<file path="config.mk">
export PLATFORM = sky130hd
export DESIGN_NAME = lba_block_cache_tags_core_flat
export DESIGN_NICKNAME = d
export VERILOG_FILES = /design/src/hdl/lbc_pkg.sv /design/src/hdl/lbc_ifs.sv /design/src/hdl/lba_block_cache_tags_core.sv /design/src/hdl/lbc_way_select.sv /design/src/flat_wrapper.sv
export VERILOG_INCLUDE_DIRS = /design/src /design/src/hdl
export SDC_FILE = /design/constraint.sdc
export NUM_CORES = 2
export LEC_CHECK = 0
export ABC_AREA = 1
export BUFFER_PORTS_ARGS = -buffer_cell sky130_fd_sc_hd__clkbuf_2
export CORE_UTILIZATION = 40
export CTS_CLUSTER_DIAMETER = 150
export DETAILED_ROUTE_END_ITERATION = 10
export GPL_ROUTABILITY_DRIVEN = 0
export GPL_TIMING_DRIVEN = 0
export PLACE_DENSITY = 0.52
export REMOVE_ABC_BUFFERS = 1
export SKIP_CTS_REPAIR_TIMING = 1
export SLEW_MARGIN = 20
export SYNTH_ARGS = -nofsm -noshare
export SYNTH_HDL_FRONTEND = slang
export SYNTH_SLANG_ARGS = --single-unit
</file>
<file path="constraint.sdc">
create_clock -name i_clk -period 28.2 [get_ports i_clk]
set_input_delay 5.64 -clock i_clk [delete_from_list [all_inputs] [get_ports i_clk]]
set_output_delay 5.64 -clock i_clk [all_outputs]
set_load 0.005 [all_outputs]
</file>
<file path="src/hdl/assert_macros.svh">
// Assertion macros shared by the block's RTL files.
`ifndef ASSERT_MACROS_SVH
`define ASSERT_MACROS_SVH

// Same-cycle implication, checked at every rising edge outside reset.
`define LBC_ASSERT_IMPLY(name, clk, rst_n, ante, cons) \
    name: assert property (@(posedge clk) disable iff (!rst_n) (ante) |-> (cons)) \
        else $error("lbc: same-cycle check failed");

// Next-cycle implication.
`define LBC_ASSERT_NEXT(name, clk, rst_n, ante, cons) \
    name: assert property (@(posedge clk) disable iff (!rst_n) (ante) |=> (cons)) \
        else $error("lbc: next-cycle check failed");

`endif

</file>
<file path="src/hdl/lbc_pkg.sv">
// Shared types and constants of the block cache tag engine.
`default_nettype none

package lbc_pkg;

    localparam int LBA_W     = 32;
    localparam int STAMP_W   = 32;
    localparam int WAY_OUT_W = 2;
    localparam int SLOT_W    = 4;

    localparam logic REQ_LOOKUP = 1'b0;
    localparam logic REQ_FILL   = 1'b1;

    // Outcome of the way selection for one request.
    typedef struct packed {
        logic hit;
        logic wr;
    } t_sel;

endpackage

`default_nettype wire

</file>
<file path="src/hdl/lbc_ifs.sv">
// Valid/ready channel interfaces for requests and responses.
`default_nettype none

interface lbc_req_if;
    logic                      valid;
    logic                      ready;
    logic                      req_type;
    logic [lbc_pkg::LBA_W-1:0] lba;

    modport source (output valid, output req_type, output lba, input ready);
    modport sink   (input valid, input req_type, input lba, output ready);
endinterface

interface lbc_rsp_if;
    logic                          valid;
    logic                          ready;
    logic                          hit;
    logic [lbc_pkg::WAY_OUT_W-1:0] way;
    logic [lbc_pkg::SLOT_W-1:0]    slot;

    modport source (output valid, output hit, output way, output slot, input ready);
    modport sink   (input valid, input hit, input way, input slot, output ready);
endinterface

`default_nettype wire

</file>
<file path="src/hdl/lba_block_cache_tags_core.sv">
// Top level of the block cache tag and replacement engine.
// The set row is read into a register at accept; the select result is then registered.
// Throughput: one request beat per cycle while responses are taken, set by the row store
// with one read and one write port, read at accept and written back when the request
// leaves the select stage. Reset: synchronous, active low; afterwards a clearing pass
// zeroes every set row (valid, stamps, set clock), request channel held not ready.
`default_nettype none
`include "assert_macros.svh"

module lba_block_cache_tags_core #(
    parameter int SETS = 4,
    parameter int WAYS = 4
) (
    input  wire logic  i_clk,
    input  wire logic  i_rst_n,
    lbc_req_if.sink    i_req,
    lbc_rsp_if.source  o_rsp
);

    // SETS must be a power of two, which the block does not check: the set is the low LBA bits.
    localparam int SET_BITS = $clog2(SETS);
    localparam int SET_IW   = (SETS > 1) ? SET_BITS : 1;
    localparam int WAY_IW   = (WAYS > 1) ? $clog2(WAYS) : 1;
    localparam int TAG_W    = lbc_pkg::LBA_W - SET_BITS;
    localparam int SW       = lbc_pkg::STAMP_W;

    // Set row store, one row per set.
    logic [WAYS-1:0]                r_mem_valid [SETS];
    logic [WAYS-1:0][TAG_W-1:0]     r_mem_tags  [SETS];
    logic [WAYS-1:0][SW-1:0]        r_mem_stamp [SETS];
    logic [SW-1:0]                  r_mem_clock [SETS];

    logic [WAYS-1:0]                r_q_valid;
    logic [WAYS-1:0][TAG_W-1:0]     r_q_tags;
    logic [WAYS-1:0][SW-1:0]        r_q_stamp;
    logic [SW-1:0]                  r_q_clock;

    // Row written back in the same cycle as the read of the same set.
    logic                           r_byp;
    logic [WAYS-1:0]                r_byp_valid;
    logic [WAYS-1:0][TAG_W-1:0]     r_byp_tags;
    logic [WAYS-1:0][SW-1:0]        r_byp_stamp;
    logic [SW-1:0]                  r_byp_clock;

    logic                           r_clr_busy;
    logic [SET_IW-1:0]              r_clr_idx;

    logic                           r_s1_valid;
    logic                           r_s1_fill;
    logic [SET_IW-1:0]              r_s1_set;
    logic [TAG_W-1:0]               r_s1_tag;

    logic                           r_out_valid;
    logic                           r_out_hit;
    logic [lbc_pkg::WAY_OUT_W-1:0]  r_out_way;
    logic [lbc_pkg::SLOT_W-1:0]     r_out_slot;

    logic                           w_adv;
    logic                           w_s1_fire;
    logic                           w_ready;
    logic                           w_acc;
    logic [SET_IW-1:0]              w_in_set;
    logic [TAG_W-1:0]               w_in_tag;

    logic [WAYS-1:0]                w_row_valid;
    logic [WAYS-1:0][TAG_W-1:0]     w_row_tags;
    logic [WAYS-1:0][SW-1:0]        w_row_stamp;
    logic [SW-1:0]                  w_row_clock;

    lbc_pkg::t_sel                  w_sel;
    logic [WAY_IW-1:0]              w_way;
    logic [WAYS-1:0]                w_new_valid;
    logic [WAYS-1:0][TAG_W-1:0]     w_new_tags;
    logic [WAYS-1:0][SW-1:0]        w_new_stamp;
    logic [SW-1:0]                  w_new_clock;

    logic                           w_s1_wr;
    logic                           w_byp_hit;
    logic                           w_mem_we;
    logic [SET_IW-1:0]              w_mem_addr;
    logic [31:0]                    w_way_ext;
    logic [31:0]                    w_slot_full;

    generate
        if (SETS > 1) begin : g_set
            assign w_in_set = i_req.lba[SET_IW-1:0];
        end else begin : g_one_set
            assign w_in_set = '0;
        end
    endgenerate

    assign w_in_tag  = i_req.lba[lbc_pkg::LBA_W-1:SET_BITS];

    assign w_adv     = !r_out_valid || o_rsp.ready;
    assign w_s1_fire = r_s1_valid && w_adv;
    assign w_ready   = !r_clr_busy && (!r_s1_valid || w_adv);
    assign w_acc     = i_req.valid && w_ready;
    assign i_req.ready = w_ready;

    assign w_row_valid = r_byp ? r_byp_valid : r_q_valid;
    assign w_row_tags  = r_byp ? r_byp_tags  : r_q_tags;
    assign w_row_stamp = r_byp ? r_byp_stamp : r_q_stamp;
    assign w_row_clock = r_byp ? r_byp_clock : r_q_clock;

    lbc_way_select #(
        .WAYS  (WAYS),
        .TAG_W (TAG_W)
    ) u_sel (
        .i_fill   (r_s1_fill),
        .i_tag    (r_s1_tag),
        .i_valid  (w_row_valid),
        .i_tags   (w_row_tags),
        .i_stamps (w_row_stamp),
        .i_clock  (w_row_clock),
        .o_sel    (w_sel),
        .o_way    (w_way),
        .o_valid  (w_new_valid),
        .o_tags   (w_new_tags),
        .o_stamps (w_new_stamp),
        .o_clock  (w_new_clock)
    );

    assign w_s1_wr    = w_s1_fire && w_sel.wr;
    assign w_byp_hit  = w_s1_wr && (r_s1_set == w_in_set);
    assign w_mem_we   = r_clr_busy || w_s1_wr;
    assign w_mem_addr = r_clr_busy ? r_clr_idx : r_s1_set;

    // Row store: one write port, one registered read port.
    always_ff @(posedge i_clk) begin
        if (w_mem_we) begin
            if (r_clr_busy) begin
                r_mem_valid[w_mem_addr] <= '0;
                r_mem_tags[w_mem_addr]  <= '0;
                r_mem_stamp[w_mem_addr] <= '0;
                r_mem_clock[w_mem_addr] <= '0;
            end else begin
                r_mem_valid[w_mem_addr] <= w_new_valid;
                r_mem_tags[w_mem_addr]  <= w_new_tags;
                r_mem_stamp[w_mem_addr] <= w_new_stamp;
                r_mem_clock[w_mem_addr] <= w_new_clock;
            end
        end
        if (w_acc) begin
            r_q_valid <= r_mem_valid[w_in_set];
            r_q_tags  <= r_mem_tags[w_in_set];
            r_q_stamp <= r_mem_stamp[w_in_set];
            r_q_clock <= r_mem_clock[w_in_set];
        end
    end

    always_ff @(posedge i_clk) begin
        if (!i_rst_n) begin
            r_byp       <= 1'b0;
            r_clr_busy  <= 1'b1;
            r_clr_idx   <= '0;
            r_s1_valid  <= 1'b0;
            r_out_valid <= 1'b0;
        end else begin
            if (r_clr_busy) begin
                r_clr_idx <= r_clr_idx + 1'b1;
                if (r_clr_idx == SET_IW'(SETS - 1)) begin
                    r_clr_busy <= 1'b0;
                end
            end
            if (w_acc) begin
                r_byp <= w_byp_hit;
            end
            if (w_ready) begin
                r_s1_valid <= i_req.valid;
            end
            if (w_adv) begin
                r_out_valid <= r_s1_valid;
            end
        end
    end

    // Payload registers.
    always_ff @(posedge i_clk) begin
        if (w_acc) begin
            r_s1_fill   <= i_req.req_type;
            r_s1_set    <= w_in_set;
            r_s1_tag    <= w_in_tag;
            r_byp_valid <= w_new_valid;
            r_byp_tags  <= w_new_tags;
            r_byp_stamp <= w_new_stamp;
            r_byp_clock <= w_new_clock;
        end
        if (w_s1_fire) begin
            r_out_hit  <= w_sel.hit;
            r_out_way  <= w_way_ext[lbc_pkg::WAY_OUT_W-1:0];
            r_out_slot <= w_slot_full[lbc_pkg::SLOT_W-1:0];
        end
    end

    assign w_way_ext   = 32'(w_way);
    assign w_slot_full = (32'(r_s1_set) * 32'(WAYS)) + w_way_ext;

    assign o_rsp.valid = r_out_valid;
    assign o_rsp.hit   = r_out_hit;
    assign o_rsp.way   = r_out_way;
    assign o_rsp.slot  = r_out_slot;

    `LBC_ASSERT_IMPLY(a_no_accept_in_clear, i_clk, i_rst_n, r_clr_busy, !i_req.ready)
    `LBC_ASSERT_IMPLY(a_fill_writes, i_clk, i_rst_n, r_s1_valid && r_s1_fill, w_sel.wr)
    `LBC_ASSERT_NEXT(a_fire_fills_out, i_clk, i_rst_n, w_s1_fire, o_rsp.valid)
    `LBC_ASSERT_NEXT(a_byp_after_write, i_clk, i_rst_n, w_acc && w_byp_hit, r_byp)

endmodule

`default_nettype wire

</file>
<file path="src/hdl/lbc_way_select.sv">
// Hit detection, victim choice and row update for one set.
`default_nettype none

module lbc_way_select #(
    parameter  int WAYS   = 4,
    parameter  int TAG_W  = 30,
    localparam int WAY_IW = (WAYS > 1) ? $clog2(WAYS) : 1
) (
    input  wire logic                                   i_fill,
    input  wire logic [TAG_W-1:0]                       i_tag,
    input  wire logic [WAYS-1:0]                        i_valid,
    input  wire logic [WAYS-1:0][TAG_W-1:0]             i_tags,
    input  wire logic [WAYS-1:0][lbc_pkg::STAMP_W-1:0]  i_stamps,
    input  wire logic [lbc_pkg::STAMP_W-1:0]            i_clock,
    output lbc_pkg::t_sel                               o_sel,
    output logic [WAY_IW-1:0]                           o_way,
    output logic [WAYS-1:0]                             o_valid,
    output logic [WAYS-1:0][TAG_W-1:0]                  o_tags,
    output logic [WAYS-1:0][lbc_pkg::STAMP_W-1:0]       o_stamps,
    output logic [lbc_pkg::STAMP_W-1:0]                 o_clock
);

    logic [WAYS-1:0]   w_match;
    logic [WAYS-1:0]   w_stop;
    logic [WAYS-1:0]   w_lru;
    logic              w_hit_any;
    logic              w_stop_any;
    logic [WAY_IW-1:0] w_hit_way;
    logic [WAY_IW-1:0] w_stop_way;
    logic [WAY_IW-1:0] w_lru_way;

    // Per-way flags; a way is oldest if strictly below every earlier way
    // and no larger than every later one (lowest way wins ties).
    always_comb begin
        for (int w = 0; w < WAYS; w++) begin
            w_match[w] = i_valid[w] && (i_tags[w] == i_tag);
            w_stop[w]  = w_match[w] || !i_valid[w];
            w_lru[w]   = 1'b1;
            for (int j = 0; j < WAYS; j++) begin
                if (j < w) begin
                    w_lru[w] = w_lru[w] && (i_stamps[w] < i_stamps[j]);
                end else if (j > w) begin
                    w_lru[w] = w_lru[w] && (i_stamps[w] <= i_stamps[j]);
                end
            end
        end
    end

    // Priority encoders: lowest qualifying way.
    always_comb begin
        w_hit_way  = '0;
        w_stop_way = '0;
        w_lru_way  = '0;
        for (int w = WAYS - 1; w >= 0; w--) begin
            if (w_match[w]) begin
                w_hit_way = WAY_IW'(w);
            end
            if (w_stop[w]) begin
                w_stop_way = WAY_IW'(w);
            end
            if (w_lru[w]) begin
                w_lru_way = WAY_IW'(w);
            end
        end
    end

    assign w_hit_any  = |w_match;
    assign w_stop_any = |w_stop;

    always_comb begin
        o_sel    = '0;
        o_way    = '0;
        o_valid  = i_valid;
        o_tags   = i_tags;
        o_stamps = i_stamps;
        o_clock  = i_clock;
        if (i_fill == lbc_pkg::REQ_FILL) begin
            o_sel.wr = 1'b1;
            if (w_stop_any) begin
                o_way     = w_stop_way;
                o_sel.hit = w_match[w_stop_way];
            end else begin
                o_way = w_lru_way;
            end
        end else if (w_hit_any) begin
            o_sel.hit = 1'b1;
            o_sel.wr  = 1'b1;
            o_way     = w_hit_way;
        end
        if (o_sel.wr) begin
            o_stamps[o_way] = i_clock;
            o_clock         = i_clock + 1'b1;
        end
        if (i_fill == lbc_pkg::REQ_FILL) begin
            o_valid[o_way] = 1'b1;
            o_tags[o_way]  = i_tag;
        end
    end

endmodule

`default_nettype wire
</file>
<file path="src/flat_wrapper.sv">
// flat-port wrapper written by rule: the top's interface ports become plain ports
module lba_block_cache_tags_core_flat 
#(
    parameter int SETS = 4,
    parameter int WAYS = 4
)
  (i_clk, i_rst_n, i_req_valid, i_req_req_type, i_req_lba, i_req_ready, o_rsp_valid, o_rsp_hit, o_rsp_way, o_rsp_slot, o_rsp_ready);
  lbc_req_if i_req_i ();
  lbc_rsp_if o_rsp_i ();
  input  wire logic i_clk;
  input  wire logic i_rst_n;
  input wire logic [$bits(i_req_i.valid)-1:0] i_req_valid;
  input wire logic [$bits(i_req_i.req_type)-1:0] i_req_req_type;
  input wire logic [$bits(i_req_i.lba)-1:0] i_req_lba;
  output wire logic [$bits(i_req_i.ready)-1:0] i_req_ready;
  output wire logic [$bits(o_rsp_i.valid)-1:0] o_rsp_valid;
  output wire logic [$bits(o_rsp_i.hit)-1:0] o_rsp_hit;
  output wire logic [$bits(o_rsp_i.way)-1:0] o_rsp_way;
  output wire logic [$bits(o_rsp_i.slot)-1:0] o_rsp_slot;
  input wire logic [$bits(o_rsp_i.ready)-1:0] o_rsp_ready;
  assign i_req_i.valid = i_req_valid;
  assign i_req_i.req_type = i_req_req_type;
  assign i_req_i.lba = i_req_lba;
  assign i_req_ready = i_req_i.ready;
  assign o_rsp_valid = o_rsp_i.valid;
  assign o_rsp_hit = o_rsp_i.hit;
  assign o_rsp_way = o_rsp_i.way;
  assign o_rsp_slot = o_rsp_i.slot;
  assign o_rsp_i.ready = o_rsp_ready;
  lba_block_cache_tags_core #(.SETS(SETS), .WAYS(WAYS)) u_core (.i_clk(i_clk), .i_rst_n(i_rst_n), .i_req(i_req_i), .o_rsp(o_rsp_i));
endmodule
</file>
==> impl_metrics.env <==
export IMPL_status="complete, no violations"
export IMPL_via_count=52700
export IMPL_fin_crit_sh_pct=42.7
export IMPL_final_cell_mix="edfxtp_1, nand2_1, nor2_1"
export IMPL_grt_max_degree=120
export IMPL_crit_type="in -> out"
export IMPL_via_per_inst=5.20
export IMPL_grtUsageTotal_pct=21.0
export IMPL_synth_cell_area_sq_um=78400
export IMPL_powerDensity_nw_per_um2=71.0
export IMPL_syn_inst=7244
export IMPL_grt_pass1_wl_mm=318
export IMPL_synth_avg_cell_area_sq_um=10.8
export IMPL_total_power_mw=6.35
export IMPL_skew_ns=0.0269
export IMPL_cts_root_buffer="clkbuf_16"
export IMPL_p_leak_nw=34.5
export IMPL_grt_pass1_vias=51000
export IMPL_h_tree_depth=4
export IMPL_io_buffers=45
export IMPL_ys_ff_latch=1748
export IMPL_cts_buffers=187
export IMPL_finalSetupTns_ns=0
export IMPL_tritoncts="done"
export IMPL_grt_setup_unrepaired="no"
export IMPL_worstPathMaxFanout=3
export IMPL_clkSinkCount=1748
export IMPL_ys_warn_count=0
export IMPL_critical_path_max_stage_delay_ns=0.23
export IMPL_start_kind="input port"
export IMPL_drc=0
export IMPL_dr_pass1_iters=6
export IMPL_post_route_min_period_ns=12.05
export IMPL_path_buf_inv=4
export IMPL_dieArea_sq_um=198000
export IMPL_ioPinCount=46
export IMPL_initial_core_util_pct=40.2
export IMPL_end_kind="output port"
export IMPL_drtIter0Drc=4209
export IMPL_crit_chain="clkbuf_2 > nor2_1 > inv_1 > o21ai_0 > inv_1 > clkbuf_2"
export IMPL_crit_family="buffers and inverters"
export IMPL_die_x_microns=445
export IMPL_core_sq_um=195000
export IMPL_post_dp_hpwl_mm=131
export IMPL_hp_class="reg -> reg"
export IMPL_synth_cell_type_count=46
export IMPL_final_layout_size_suffix_gt1_share_pct=9.69
export IMPL_slew_violations=0
export IMPL_rows=162
export IMPL_required_ns=22.56
export IMPL_clk_path_buf_depth=3
export IMPL_slew_headroom_pct=17.0
export IMPL_synth_top_cell_by_area="edfxtp_1"
export IMPL_peakVddDrop_v=0.0000641
export IMPL_ys_top_cells_by_area="edfxtp_1, nand2_1, o21ai_0"
export IMPL_antenna_found_initial=3
export IMPL_drv_cap=0
export IMPL_hold_violations=0
export IMPL_synth_top_area_share_pct=66.7
export IMPL_drt_total_wl_mm=210
export IMPL_synth_seq_area_share_pct=66.9
export IMPL_synth_main_ff_cell="edfxtp_1"
export IMPL_synth_edf_count=1742
export IMPL_fmax_ghz=0.0830
export IMPL_clk_pin_slew_worst_paths_ns=0.06
export IMPL_synthToLayoutAreaGrowth_pct=14.1
export IMPL_wire_per_inst_microns=20.7
export IMPL_final_common_cell="edfxtp_1"
export IMPL_finalSetupViolations=0
export IMPL_finalCoreUtilization_pct=45.9
export IMPL_nets=7588
export IMPL_die_h_microns=445
export IMPL_worst_pin_slew_ns=1.21
export IMPL_worstSkewPairLatency_ns=0.82
export IMPL_worstPathArrival_ns=6.41
export IMPL_postRouteAntennaNets=0
export IMPL_async_reset_ff_share_pct=0
export IMPL_gr_total_overflow=0
export IMPL_slowest_stage="o21ai_0"
state kept, by name (all words and copies together) (netlist names), 4 cells and up:
register            cells
u_core.r_mem_stamp    512
u_core.r_mem_tags     480
u_core.r_byp_stamp    128
u_core.r_mem_clock    128
u_core.r_q_stamp      128
u_core.r_byp_tags     120
u_core.r_q_tags       120
u_core.r_byp_clock     32
u_core.r_q_clock       32
u_core.r_s1_tag        30
u_core.r_mem_valid     16
u_core.o_rsp.slot       4
u_core.r_byp_valid      4
u_core.r_q_valid        4
area by class of cell:
type                            instances  area (sq um)
Antenna cell                            1          2.50
Tap cell                             2624          3280
Fill cell                           17800        105000
Clock buffer                          235          4940
Inverter                              621          2370
Multi-Input combinational cell       4504         22200
Sequential cell                      1748         52400
Clock inverter                        102           866
Timing Repair Buffer                  295          3350
report_power, final:
part           switching (mW)  leakage, nW  total, mW  internal [mW]
Combinational           0.471         15.1      0.680          0.210
Sequential             0.0667         16.6       3.30           3.24
Clock                    1.01         2.84       2.37           1.36
logic make-up (layout without fill, tap and decap cells):
kind of cell / Yosys count / after routing / synth area share (%)
and+or+nand+nor: 2987 / 2987 / 15.6
DFF: 1748 / 1748 / 66.9
AOI/OAI and AO/OA: 1249 / 1249 / 8.55
buffers and inverters: 992 / 1253 / 4.99
adders and majority gates: 194 / 194 / 3.10
muxes: 45 / 45 / 0.575
xor gates and xnor gates: 29 / 29 / 0.324
other: 0 / 1 / 0
cell usage after synthesis, types with 5 or more instances:
cell type  count
edfxtp_1    1742
nand2_1     1423
nor2_1       995
o21ai_0      776
inv_1        610
nand3_1      314
o22ai_1      284
clkbuf_1     261
ha_1         194
a21oi_1      136
or2_2        135
nand4_1       61
buf_2         59
mux2i_1       45
nor3_1        31
buf_1         26
xor2_1        26
o21ai_1       22
buf_4         19
inv_2         10
o211ai_1       9
o21a_1         9
buf_6          6
dfxtp_1        6
a21o_1         5
or2_1          5
metal layers:
layer	global-route usage (%)	routed length (microns)
met1	27.8	91700
met2	36.3	104000
met3	2.64	9370
met4	5.70	5210
met5	0	0
path summary, 6_finish.rpt:
check,slack (ns),startpoint,endpoint,cells after the start
min,0.46,u_core.r_s1_set[0],u_core.o_rsp.slot[2],0
min reg2reg,0.46,u_core.r_s1_set[0],u_core.o_rsp.slot[2],0
max reg2reg,19.95,u_core.r_byp,u_core.r_mem_tags[3][68],25
max,16.15,o_rsp_ready,i_req_ready,6
stage by stage:
step / hold slack (ns) / cell area (sq um) / cells / setup WS, ns
floorplan: 0.426 / 76800 / 6873 / -4.34
global placement: 0.453 / 80300 / 9542 / -49.00
detailed placement: 0.451 / 83700 / 9792 / 16.12
CTS: 0.465 / 89500 / 10100 / 16.12
global route: 0.486 / 89500 / 10100 / 16.03
finish: 0.457 / 89500 / 10100 / 16.15
(Power assumes the default switching activity.)
